[src/hdl/ers_pkg.sv]
// ers_pkg: shared types and constants for the euclidean rating similarity block.
// Holds field widths, the command/status structs between controller and datapath,
// and the rating clamp. No dependencies.
package ers_pkg;

    localparam int unsigned USER_W     = 16;
    localparam int unsigned RATING_W   = 4;
    localparam int unsigned SIM_W      = 17;
    localparam int unsigned SUM_W      = 19;
    localparam int unsigned CNT_W      = 13;
    localparam int unsigned BIT_W      = 5;
    localparam int unsigned IN_DATA_W  = 40;
    localparam int unsigned OUT_DATA_W = 72;
    localparam int unsigned ADDR_W     = 2;

    localparam int unsigned RATING_STEPS = 10;

    localparam logic [SUM_W-1:0]  SUM_MAX     = 19'h7FFFF;
    localparam logic [CNT_W-1:0]  CNT_MAX     = 13'h1FFF;
    localparam logic [BIT_W-1:0]  Q_TOP_BIT   = 5'd16;
    localparam logic [SIM_W:0]    ONE_TWO_Q16 = 18'd131072;
    localparam logic [SIM_W-1:0]  SIM_ONE     = 17'd65536;
    localparam logic [ADDR_W-1:0] ADDR_MODE   = 2'd0;

    // Operand selection of the shared multiplier
    typedef enum logic [1:0] {
        MUL_SQ,
        MUL_REST,
        MUL_LO,
        MUL_HI
    } t_mul_op;

    typedef struct packed {
        logic             accum;
        logic             clear_q;
        logic             mul_en;
        t_mul_op          mul_op;
        logic             cmp_en;
        logic [BIT_W-1:0] bit_idx;
        logic             load_out;
    } t_dp_cmd;

    typedef struct packed {
        logic cnt_nz;
        logic out_free;
    } t_dp_sts;

    // Ratings above the scale are taken as the top rating
    function automatic logic [RATING_W-1:0] clamp_rating(input logic [RATING_W-1:0] r);
        logic [RATING_W-1:0] top;
        top = RATING_W'(RATING_STEPS);
        clamp_rating = (r > top) ? top : r;
    endfunction

endpackage

[src/hdl/ers_dp.sv]
// ers_dp: datapath of the similarity block.
// Accumulators, the shared 17x19 multiplier, the bit-serial quotient search
// and the output register. Uses ers_pkg.
module ers_dp (
    input  logic                               i_clk,
    input  logic                               i_rst_n,
    input  ers_pkg::t_dp_cmd                   i_cmd,
    output ers_pkg::t_dp_sts                   o_sts,
    input  logic                               i_mode,
    input  logic [ers_pkg::IN_DATA_W-1:0]      i_s_data,
    input  logic                               i_s_last,
    input  logic                               i_m_ready,
    output logic                               o_m_valid,
    output logic [ers_pkg::OUT_DATA_W-1:0]     o_m_data,
    output logic                               o_m_user
);

    logic [ers_pkg::SUM_W-1:0]    r_sum;
    logic [ers_pkg::CNT_W-1:0]    r_cnt;
    logic [ers_pkg::USER_W-1:0]   r_user_a;
    logic [ers_pkg::USER_W-1:0]   r_user_b;
    logic [ers_pkg::SIM_W-1:0]    r_q;
    logic [33:0]                  r_tsq;
    logic [33:0]                  r_rest2;
    logic [35:0]                  r_plo;
    logic [35:0]                  r_phi;
    logic                         r_m_valid;
    logic [ers_pkg::OUT_DATA_W-1:0] r_m_data;
    logic                         r_m_user;

    logic [ers_pkg::RATING_W-1:0] rate_a;
    logic [ers_pkg::RATING_W-1:0] rate_b;
    logic                         counts;
    logic [ers_pkg::RATING_W-1:0] diff;
    logic [6:0]                   diff_sq;
    logic [ers_pkg::SUM_W:0]      sum_wide;
    logic [ers_pkg::SUM_W-1:0]    n_sum;
    logic [ers_pkg::CNT_W-1:0]    n_cnt;

    logic [ers_pkg::SIM_W-1:0]    trial;
    logic                         range_ok;
    logic [ers_pkg::SIM_W:0]      rest_full;
    logic [ers_pkg::SIM_W-1:0]    rest;
    logic [16:0]                  mul_a;
    logic [18:0]                  mul_b;
    logic [35:0]                  product;
    logic [53:0]                  lhs;
    logic                         fits;
    logic [ers_pkg::SIM_W-1:0]    sim_out;

    // Per-word accumulate step
    always_comb begin
        rate_a   = ers_pkg::clamp_rating(i_s_data[35:32]);
        rate_b   = ers_pkg::clamp_rating(i_s_data[39:36]);
        counts   = i_mode ? ((rate_a != '0) && (rate_b != '0))
                          : ((rate_a != '0) || (rate_b != '0));
        diff     = (rate_a > rate_b) ? (rate_a - rate_b) : (rate_b - rate_a);
        diff_sq  = {3'b000, diff} * {3'b000, diff};
        sum_wide = {1'b0, r_sum} + {13'b0, diff_sq};
        n_sum    = sum_wide[ers_pkg::SUM_W] ? ers_pkg::SUM_MAX : sum_wide[ers_pkg::SUM_W-1:0];
        n_cnt    = (r_cnt == ers_pkg::CNT_MAX) ? r_cnt : (r_cnt + 1'b1);
    end

    // Trial quotient for the current bit and its range check
    always_comb begin
        trial     = r_q | (17'd1 << i_cmd.bit_idx);
        range_ok  = (trial <= ers_pkg::SIM_ONE);
        rest_full = ers_pkg::ONE_TWO_Q16 - {trial, 1'b0};
        rest      = rest_full[ers_pkg::SIM_W-1:0];
    end

    // Shared multiplier operand select
    always_comb begin
        case (i_cmd.mul_op)
            ers_pkg::MUL_SQ: begin
                mul_a = trial;
                mul_b = {2'b00, trial};
            end
            ers_pkg::MUL_REST: begin
                mul_a = rest;
                mul_b = {2'b00, rest};
            end
            ers_pkg::MUL_LO: begin
                mul_a = r_tsq[16:0];
                mul_b = r_sum;
            end
            ers_pkg::MUL_HI: begin
                mul_a = r_tsq[33:17];
                mul_b = r_sum;
            end
            default: begin
                mul_a = '0;
                mul_b = '0;
            end
        endcase
        product = {19'b0, mul_a} * {17'b0, mul_b};
    end

    // q^2 * s <= (2^17 - 2q)^2 decides the bit
    always_comb begin
        lhs     = {1'b0, r_phi, 17'b0} + {18'b0, r_plo};
        fits    = range_ok && (lhs <= {20'b0, r_rest2});
        sim_out = (r_cnt != '0) ? r_q : '0;
    end

    // Control state: accumulators and output valid
    always_ff @(posedge i_clk) begin
        if (!i_rst_n) begin
            r_sum     <= '0;
            r_cnt     <= '0;
            r_m_valid <= 1'b0;
        end else begin
            if (i_cmd.accum && counts) begin
                r_sum <= n_sum;
                r_cnt <= n_cnt;
            end else if (i_cmd.load_out) begin
                r_sum <= '0;
                r_cnt <= '0;
            end
            if (i_cmd.load_out) begin
                r_m_valid <= 1'b1;
            end else if (i_m_ready) begin
                r_m_valid <= 1'b0;
            end
        end
    end

    // Payload registers
    always_ff @(posedge i_clk) begin
        if (i_cmd.accum && i_s_last) begin
            r_user_a <= i_s_data[15:0];
            r_user_b <= i_s_data[31:16];
        end
        if (i_cmd.clear_q) begin
            r_q <= '0;
        end else if (i_cmd.cmp_en && fits) begin
            r_q <= trial;
        end
        if (i_cmd.mul_en) begin
            case (i_cmd.mul_op)
                ers_pkg::MUL_SQ:   r_tsq   <= product[33:0];
                ers_pkg::MUL_REST: r_rest2 <= product[33:0];
                ers_pkg::MUL_LO:   r_plo   <= product;
                ers_pkg::MUL_HI:   r_phi   <= product;
                default: begin
                end
            endcase
        end
        if (i_cmd.load_out) begin
            r_m_data <= {4'b0000, r_sum, sim_out, r_user_b, r_user_a};
            r_m_user <= (r_cnt != '0);
        end
    end

    assign o_sts.cnt_nz   = (r_cnt != '0);
    assign o_sts.out_free = !r_m_valid || i_m_ready;
    assign o_m_valid      = r_m_valid;
    assign o_m_data       = r_m_data;
    assign o_m_user       = r_m_user;

endmodule

[src/hdl/ers_ctrl.sv]
// ers_ctrl: controller state machine of the similarity block.
// Sequences accumulation, four multiplier steps and one compare per quotient
// bit, and the result hand-off. Uses ers_pkg.
module ers_ctrl (
    input  logic             i_clk,
    input  logic             i_rst_n,
    input  logic             i_s_valid,
    input  logic             i_s_last,
    output logic             o_s_ready,
    input  ers_pkg::t_dp_sts i_sts,
    output ers_pkg::t_dp_cmd o_cmd
);

    typedef enum logic [2:0] {
        ST_ACC,
        ST_START,
        ST_SQ,
        ST_REST,
        ST_LO,
        ST_HI,
        ST_CMP,
        ST_FIN
    } t_state;

    t_state                   r_state;
    logic [ers_pkg::BIT_W-1:0] r_bit;
    logic                     accept;

    assign o_s_ready = (r_state == ST_ACC);
    assign accept    = o_s_ready && i_s_valid;

    // State and bit counter
    always_ff @(posedge i_clk) begin
        if (!i_rst_n) begin
            r_state <= ST_ACC;
            r_bit   <= '0;
        end else begin
            case (r_state)
                ST_ACC: begin
                    if (accept && i_s_last) begin
                        r_state <= ST_START;
                    end
                end
                ST_START: begin
                    r_bit   <= ers_pkg::Q_TOP_BIT;
                    r_state <= i_sts.cnt_nz ? ST_SQ : ST_FIN;
                end
                ST_SQ:   r_state <= ST_REST;
                ST_REST: r_state <= ST_LO;
                ST_LO:   r_state <= ST_HI;
                ST_HI:   r_state <= ST_CMP;
                ST_CMP: begin
                    if (r_bit == '0) begin
                        r_state <= ST_FIN;
                    end else begin
                        r_bit   <= r_bit - 1'b1;
                        r_state <= ST_SQ;
                    end
                end
                ST_FIN: begin
                    if (i_sts.out_free) begin
                        r_state <= ST_ACC;
                    end
                end
                default: r_state <= ST_ACC;
            endcase
        end
    end

    // Datapath commands
    always_comb begin
        o_cmd          = '0;
        o_cmd.bit_idx  = r_bit;
        o_cmd.mul_op   = ers_pkg::MUL_SQ;
        case (r_state)
            ST_ACC:   o_cmd.accum   = accept;
            ST_START: o_cmd.clear_q = 1'b1;
            ST_SQ: begin
                o_cmd.mul_en = 1'b1;
                o_cmd.mul_op = ers_pkg::MUL_SQ;
            end
            ST_REST: begin
                o_cmd.mul_en = 1'b1;
                o_cmd.mul_op = ers_pkg::MUL_REST;
            end
            ST_LO: begin
                o_cmd.mul_en = 1'b1;
                o_cmd.mul_op = ers_pkg::MUL_LO;
            end
            ST_HI: begin
                o_cmd.mul_en = 1'b1;
                o_cmd.mul_op = ers_pkg::MUL_HI;
            end
            ST_CMP:   o_cmd.cmp_en   = 1'b1;
            ST_FIN:   o_cmd.load_out = i_sts.out_free;
            default: begin
            end
        endcase
    end

endmodule

[src/hdl/euclidean_rating_similarity.sv]
// euclidean_rating_similarity: top level of the user-pair rating similarity block.
// Holds the register port and joins ers_ctrl and ers_dp; uses ers_pkg.
//
//  channel   | dir | handshake                       | word
//  s_axis    | in  | s_axis_tvalid / s_axis_tready   | two user indices, two ratings; tlast ends pair
//  m_axis    | out | m_axis_tvalid / m_axis_tready   | users, similarity, sum; tuser = valid flag
//  register  | in  | psel / penable / pwrite, pready | pair_set_mode at address 0
//
// An ordinary word is taken whenever the FSM is in the accumulate state. A last
// word with any item counted leads to a setup state, 17 quotient bits of five steps
// each on the one shared multiplier, then hand-off; with none, setup leads to hand-off.
// Synchronous active-low reset clears the accumulators, the mode and the FSM.
// While the result register is full and not taken, a finished pair waits in the
// hand-off state and no new word is accepted.
module euclidean_rating_similarity (
    input  logic                               i_clk,
    input  logic                               i_rst_n,
    input  logic                               s_axis_tvalid,
    output logic                               s_axis_tready,
    // [15:0] first_user, [31:16] second_user, [35:32] first_rating,
    // [39:36] second_rating
    input  logic [ers_pkg::IN_DATA_W-1:0]      s_axis_tdata,
    input  logic                               s_axis_tlast,
    output logic                               m_axis_tvalid,
    input  logic                               m_axis_tready,
    // [15:0] pair_first, [31:16] pair_second, [48:32] similarity,
    // [67:49] squared_sum, [71:68] zero
    output logic [ers_pkg::OUT_DATA_W-1:0]     m_axis_tdata,
    // [0] similarity_valid
    output logic [0:0]                         m_axis_tuser,
    input  logic                               psel,
    input  logic                               penable,
    input  logic                               pwrite,
    input  logic [ers_pkg::ADDR_W-1:0]         paddr,
    input  logic [31:0]                        pwdata,
    output logic [31:0]                        prdata,
    output logic                               pready
);

    logic             r_mode;
    ers_pkg::t_dp_cmd cmd;
    ers_pkg::t_dp_sts sts;
    logic             out_user;

    // Register port
    assign pready = 1'b1;
    assign prdata = (paddr == ers_pkg::ADDR_MODE) ? {31'b0, r_mode} : 32'b0;

    always_ff @(posedge i_clk) begin
        if (!i_rst_n) begin
            r_mode <= 1'b0;
        end else if (psel && penable && pwrite && pready && (paddr == ers_pkg::ADDR_MODE)) begin
            r_mode <= pwdata[0];
        end
    end

    ers_ctrl u_ctrl (
        .i_clk     (i_clk),
        .i_rst_n   (i_rst_n),
        .i_s_valid (s_axis_tvalid),
        .i_s_last  (s_axis_tlast),
        .o_s_ready (s_axis_tready),
        .i_sts     (sts),
        .o_cmd     (cmd)
    );

    ers_dp u_dp (
        .i_clk     (i_clk),
        .i_rst_n   (i_rst_n),
        .i_cmd     (cmd),
        .o_sts     (sts),
        .i_mode    (r_mode),
        .i_s_data  (s_axis_tdata),
        .i_s_last  (s_axis_tlast),
        .i_m_ready (m_axis_tready),
        .o_m_valid (m_axis_tvalid),
        .o_m_data  (m_axis_tdata),
        .o_m_user  (out_user)
    );

    assign m_axis_tuser = out_user;

    // No similarity without a counted item
    a_sim_zero_when_invalid: assert property (@(posedge i_clk) disable iff (!i_rst_n)
        (m_axis_tvalid && !m_axis_tuser[0]) |-> (m_axis_tdata[48:32] == 17'd0))
        else $error("similarity nonzero on a pair with no counted item");

    // Similarity never exceeds one
    a_sim_max: assert property (@(posedge i_clk) disable iff (!i_rst_n)
        m_axis_tvalid |-> (m_axis_tdata[48:32] <= 17'd65536))
        else $error("similarity above one");

    // Zero distance gives exactly one
    a_sim_one: assert property (@(posedge i_clk) disable iff (!i_rst_n)
        (m_axis_tvalid && m_axis_tuser[0] && (m_axis_tdata[67:49] == 19'd0))
        |-> (m_axis_tdata[48:32] == 17'd65536))
        else $error("zero sum did not give similarity one");

    // Input stalls while a finished pair is worked out
    a_stall_after_last: assert property (@(posedge i_clk) disable iff (!i_rst_n)
        (s_axis_tvalid && s_axis_tready && s_axis_tlast) |=> !s_axis_tready)
        else $error("word accepted right after a last word");

endmodule
[config.mk]
export PLATFORM = sky130hd
export DESIGN_NAME = euclidean_rating_similarity
export DESIGN_NICKNAME = d
export VERILOG_FILES = /design/src/hdl/ers_pkg.sv /design/src/hdl/ers_dp.sv /design/src/hdl/ers_ctrl.sv /design/src/hdl/euclidean_rating_similarity.sv
export SDC_FILE = /design/constraint.sdc
export NUM_CORES = 1
export LEC_CHECK = 0
export ABC_AREA = 1
export BUFFER_PORTS_ARGS = -buffer_cell sky130_fd_sc_hd__buf_2
export CORE_MARGIN = 8
export CORE_UTILIZATION = 55
export DETAILED_ROUTE_END_ITERATION = 16
export PLACE_DENSITY_LB_ADDON = 0.12
export SYNTH_ARGS = -nofsm -noshare
export SYNTH_HDL_FRONTEND = slang
export SYNTH_SLANG_ARGS = --single-unit
[constraint.sdc]
create_clock -name i_clk -period 13 [get_ports i_clk]
set_clock_uncertainty 0.05 [all_clocks]
set_input_delay 1.95 -clock i_clk [delete_from_list [all_inputs] [get_ports i_clk]]
set_output_delay 1.95 -clock i_clk [all_outputs]
set_load 0.005 [all_outputs]
# Yosys cells after proc, flatten, opt, wreduce, memory -nomap -nowiden
# Index checks and enable logic that the tools add are counted.
# totals
ff_bits	300
inputBits	82
word_cells	105
output_inout_bits	108
# op_classes
n_shift	1
reduce_logical	31
bitwise_logic	1
eq_ne	15
order_cmp	5
multipliers	2
muxes	27
addsub	7
# ops
operator	count
17-bit one-hot mux with 4 select lines	1
19-bit two-way mux	3
19-bit one-hot mux with 3 select lines	1
53-bit by 36-bit adder with 54-bit output	1
54-bit by 34-bit <= comparator with 1-bit output	1
13-bit two-way mux	3
17-bit by 19-bit multiplier with 36-bit output	1
3-bit one-hot mux with 8 select lines	1
19-bit by 7-bit adder with 20-bit output	1
17-bit <= comparator (second input constant)	1
17-bit bitwise OR	1
1-bit by 5-bit << shifter with 17-bit output (first input constant)	1
1-bit by 17-bit subtractor with 17-bit output (first input constant)	1
2-bit AND reduction	7
13-bit by 1-bit adder with 13-bit output (second input constant)	1
13-bit == test (second input constant)	1
13-bit nonzero test	1
3-bit == test (second input constant)	4
3-bit two-way mux	4
4-bit two-way mux	3
3-bit one-hot mux with 4 select lines	1
1-bit logical AND	10
5-bit one-hot mux with 2 select lines	1
4-bit greater-than comparator (second input constant)	2
other kinds (20)	37

# Logic depth before layout (Yosys ltp)
# logic_depth
word_depth	8
depth_mapped	43
depth_no_buf	41

# Cells and area by module
# A second synthesis with hierarchy kept.
# hier_totals
cells_unflattened	2984
hier_area_um2	25963.7
# by_module_without_submodules
mod	area_per_inst_um2	cells_per_inst	seq_area_each_um2	instances
ers_dp	25077.8	2850	8237.9	1
ers_ctrl	569.3	89	160.2	1
euclidean_rating_similarity	316.6	45	20.0	1

# Worst setup path after synthesis
# OpenSTA, ideal clock, no wires.
# synth_path
kind	register to register
start	reg u_ctrl.r_state[1]
end	reg u_dp.r_phi[30], data pin
synth_period_minus_slack_ps	7925
n_path_buf	3
t_required_ps	12685
stages_incl_launch_ff	36
slack_ps	5075
setup_ps	265
arrival_ps	7609
cell_sequence	dfxtp_1 -> inv_1 -> ha_1 -> nand2_1 -> inv_1 -> buf_2 -> clkbuf_1 -> nand2_1 -> nand4_1 -> nand2_1 -> inv_1 -> buf_2 -> nand2_1 -> fa_1 -> fa_1 -> fa_1 -> inv_1 -> fa_1 -> fa_1 -> inv_1 -> fa_1 -> inv_1 -> ha_1 -> a21o_1 -> inv_1 -> nor2_1 -> nor2_1 -> nand2_1 -> a21oi_1 -> o21ai_0 -> a21boi_0 -> o21ai_0 -> nand2_1 -> nand2_1 -> nand2_1 -> nand2_1
# synth_via
elab_chain_cells	6
word_cells_on_any_way	13
cone_classes	mul (1); eq/ne (7); mux (3); reduce/logical (2)
# synth_rtl
item	line_no	source
start: declaration	ers_ctrl.sv:25	t_state r_state;
start signal: assignment	ers_ctrl.sv:46	r_state <= i_sts.cnt_nz ? ST_SQ : ST_FIN;
3-bit == test / 3-bit by 2-bit == test with 1-bit output (equally long branches)	ers_ctrl.sv:75	case (r_state)
3-bit one-hot mux with 4 select lines (*)	ers_ctrl.sv:75	
2-bit == test	ers_dp.sv:74	case (i_cmd.mul_op)
2-bit OR reduction (no line)	n/a	
19-bit one-hot mux with 3 select lines	ers_dp.sv:74	
17-bit by 19-bit multiplier with 36-bit output (*)	ers_dp.sv:96	product = {19'b0, mul_a} * {17'b0, mul_b};
net u_dp.product[30]	ers_dp.sv:46	logic [35:0] product;
end signal: assignment	ers_dp.sv:144	ers_pkg::MUL_HI: r_phi <= product;
end: declaration	ers_dp.sv:26	logic [35:0] r_phi;
# Mark *: on every way through the listed nets, which the timed path passes. The rest lies on a longest branch.
# A chain may end at the register's enable or synchronous reset.

# Worst setup path in the final report
# layout_path
start	reg u_ctrl.r_state[1]
end	reg u_dp.r_plo[31], data pin
# layout_via
elab_chain_cells	6
word_cells_on_any_way	13
cone_classes	mul (1); eq/ne (7); mux (3); reduce/logical (2)
# layout_rtl
item	line_no	source
3-bit == test / 3-bit by 2-bit == test with 1-bit output (equally long branches)	ers_ctrl.sv:75	
3-bit one-hot mux with 4 select lines (*)	ers_ctrl.sv:75	
2-bit == test	ers_dp.sv:74	
2-bit OR reduction (no line)	n/a	
19-bit one-hot mux with 3 select lines	ers_dp.sv:74	
17-bit by 19-bit multiplier with 36-bit output (*)	ers_dp.sv:96	
net u_dp.product[31]	ers_dp.sv:46	
end signal: assignment	ers_dp.sv:143	ers_pkg::MUL_LO: r_plo <= product;
end: declaration	ers_dp.sv:25	logic [35:0] r_plo;
# Marks and branches as above.

==> metrics.txt <==
Hold Crit Endpoint=u_dp.o_m_data[1]; die height=approximately 230 um; maximum vdd drop=0.0001511 V; asr flop ratio synth=0%; TritonCTS Buffers=34; TritonCTS clock tree=built; clock transition at the registers of the reported paths=0.06 ns; leading area contributor after synthesis=edfxtp_1; Slew @ Worst Pin=roughly 1.2 ns; hold path start=u_dp.r_user_a[1]; Syn. warnings=0; WL met3=4485 um; hold path cells=0; Routed Antenna Nets=0; routed wl met2=33,510 um; Synth Area in Simple Gates=approximately 18%; full die area=53,980 um^2; Post-Syn Instances=2,922; XOR/XNOR Fraction of Synth Area=2.280%; max-cap violations=0; Post-CTS Setup Inserts=0; slowest CP cell=fa_1; Main synth FF type=edfxtp_1; Ports=190; Core Area=46,360 um^2; area share of the largest cell type after synthesis=28.11%; total wire length=70,170 um; worst min-delay path category=reg -> reg; LEAKAGE=13.42 nW; antenna violations before repair=0; crit path time final=10.36 ns; Initial DRC Count=roughly 1,500; Yosys cell types=57; synth top area cells=edfxtp_1, fa_1, nand2_1; NumNets Final=3,565; CTS hold repair buffers=0; Worst Path Required=approximately 13 ns; Adder-Cell Fraction of Synth Area=29.35%; crit path max fanout=55; final slew viol count=0; routability congestion estimate=0.9596; vias in the first global route=19,930; Power Dens Cells=about 190 nW/um^2; Met1 Wirelength=30,260 um; share of layout cells above drive strength 1=8.009%; PortBufs=122; critical path's top delay family=adder cells; Antenna diodes=0; status=complete, no violations; register bit total from synthesis=300; CP Launch Type=register; Skew-Pair Late Insertion Delay=0.55 ns; R2R Path End=u_dp.r_plo[31]; Via-to-Cell Ratio=5.377; final setup fails=0; initial core utilization=55.53%; DRT Pass-1 Iters=6; CTS Sinks=300; first-pass GRT wire length=110,700 um; Final Hold Vio Count=0; largest net degree at the start of global routing=between 70 and 80; Worst R2R Setup Slack=between 2 and 3 ns; CTS Buffer Depth=3; All-Layer GR Usage=about a quarter; Worst Setup Path Type=reg -> reg; # resized after CTS=0; RSZ-0062 raised after global routing=false; final period utilization=between 70% and 80%; Final Power=5.281 mW; drt wl/cell=~19 um; DP Wirelength=56,210 um; Max Used Layer=met4; largest family of logic cells by synthesized area=adder cells; Compound-Gate Fraction of Synth Area=between 6 and 7%; FF-to-FF Start=u_ctrl.r_state[1]; EDFF count, synth=241; FP Rows=79; setup TNS=0 ns; Seq/Total Area, Yosys=32.70%; Die W=232.3 um; area delta synth->final=8.200%; worst endpoint data arrival time=10.56 ns; CP dominant cell by count=inv_1; number of fill cells=4,171; # DRC=0; gr ovfl total=0; Max-slew headroom=17.05%; Worst R2R Path Depth=31; slowest stage delay, CP=roughly 0.63 ns; Avg Synthesized Cell Area=8.809 um^2; vias post-DR=19,710; Critical Path End Type=register; post-synthesis mux area share=0%; Synth Cell Area=25,740 um^2; root buf cell=clkbuf_16; Max Clk Rate=96.54 MHz; H-tree levels=2; Worst Path Buf+Inv=10
state kept, by name (all words and copies together) (netlist names), 13 cells and up:
signal         flops
u_dp.o_m_data     68
u_dp.r_phi        36
u_dp.r_plo        36
u_dp.r_rest2      34
u_dp.r_tsq        34
u_dp.r_sum        19
u_dp.r_q          17
u_dp.r_user_a     16
u_dp.r_user_b     16
u_dp.r_cnt        13
worst register-to-register path: cells and delay by family (launching register included):
| family | cells | cell delay [ns] |
|---|---|---|
| compound gates | 2 | 0.45 |
| fa+ha+maj | 8 | 3.76 |
| xor+xnor | 1 | 0.54 |
| buf+inv | 10 | 1.81 |
| flops | 1 | 0.35 |
| simple gates | 10 | 3.11 |
synth_stat cells (all sizes together), types with 19 or more instances:
| master | number |
|---|---|
| a21oi | 143 |
| buf | 70 |
| clkbuf | 22 |
| dfxtp | 59 |
| edfxtp | 241 |
| fa | 258 |
| ha | 191 |
| inv | 603 |
| nand2 | 665 |
| nand3 | 81 |
| nand4 | 32 |
| nor2 | 276 |
| nor3 | 27 |
| o21ai | 87 |
| xnor2 | 19 |
| xor2 | 48 |
cells in the final DEF (no fill, tap or decap), drive strengths merged, types with 3 or more instances in the layout:
cell    instances
a211oi          4
a21boi          3
a21o            8
a21oi         143
a221oi         12
a31oi          12
and3            3
buf           134
bufinv          4
clkbuf         42
clkinv         18
conb           36
dfxtp          59
edfxtp        241
fa            258
ha            191
inv           605
nand2         665
nand3          81
nand3b          3
nand4          32
nor2          276
nor3           27
nor4           11
o211ai          5
o21a            4
o21ai          87
o21bai          5
o31ai           6
or2             6
xnor2          19
xor2           48
layer usage:
metal	global-route usage [%]	vias up
met5	0	-
met4	7.515	0
met3	3.567	107
met2	44.01	618
met1	35.69	9676
li1	-	9312
power breakdown:
part,internal [mW],switching [mW],leakage (nW)
Combinational,0.782,2.11,10.2
Sequential,1.36,0.0554,2.69
Clock,0.576,0.393,0.551
Total,2.72,2.56,13.4
stage by stage:
step           cell area [um^2]  cells  utilization [%]  hold slack (ns)  setup WS, ns
6_report                  27850   3666            60.08           0.3689         2.642
5_1_grt                   27850   3666            60.08           0.3714         2.225
4_1_cts                   27850   3666            60.08           0.3637         2.836
3_5_place_dp              26720   3605            57.64           0.3554         2.872
3_3_place_gp              26720   3605            57.64           0.3508         3.005
2_1_floorplan             25870   2956                -           0.3503         5.075
logic make-up after synthesis:
logic type	after synthesis
simple gates	1107
xor+xnor	67
flops	300
compound gates	296
fa+ha+maj	449
buf+inv	701
other cells	2
worst max path at each step:
| stage | startpoint | end | cells after the start |
|---|---|---|---|
| after floorplan | u_ctrl.r_state[1] | u_dp.r_phi[30] | 35 |
| after global placement | u_ctrl.r_state[1] | u_dp.r_phi[31] | 31 |
| after detailed placement | u_ctrl.r_state[1] | u_dp.r_plo[31] | 31 |
| after CTS | u_ctrl.r_state[1] | u_dp.r_tsq[31] | 31 |
| after global routing | u_ctrl.r_state[1] | u_dp.r_rest2[30] | 36 |
| final | u_ctrl.r_state[1] | u_dp.r_plo[31] | 31 |
final cells by class:
class	count	area, um^2	share of cell area [%]
clock inverters	19	239.0	0.8580
repair buffers	134	700.7	2.516
multi-input cells	1955	14560	52.26
clock buffers	42	890.9	3.199
flip-flops and latches	300	8418	30.22
inverters	609	2288	8.217
well taps	607	759.5	2.727
(Power assumes the default switching activity.)
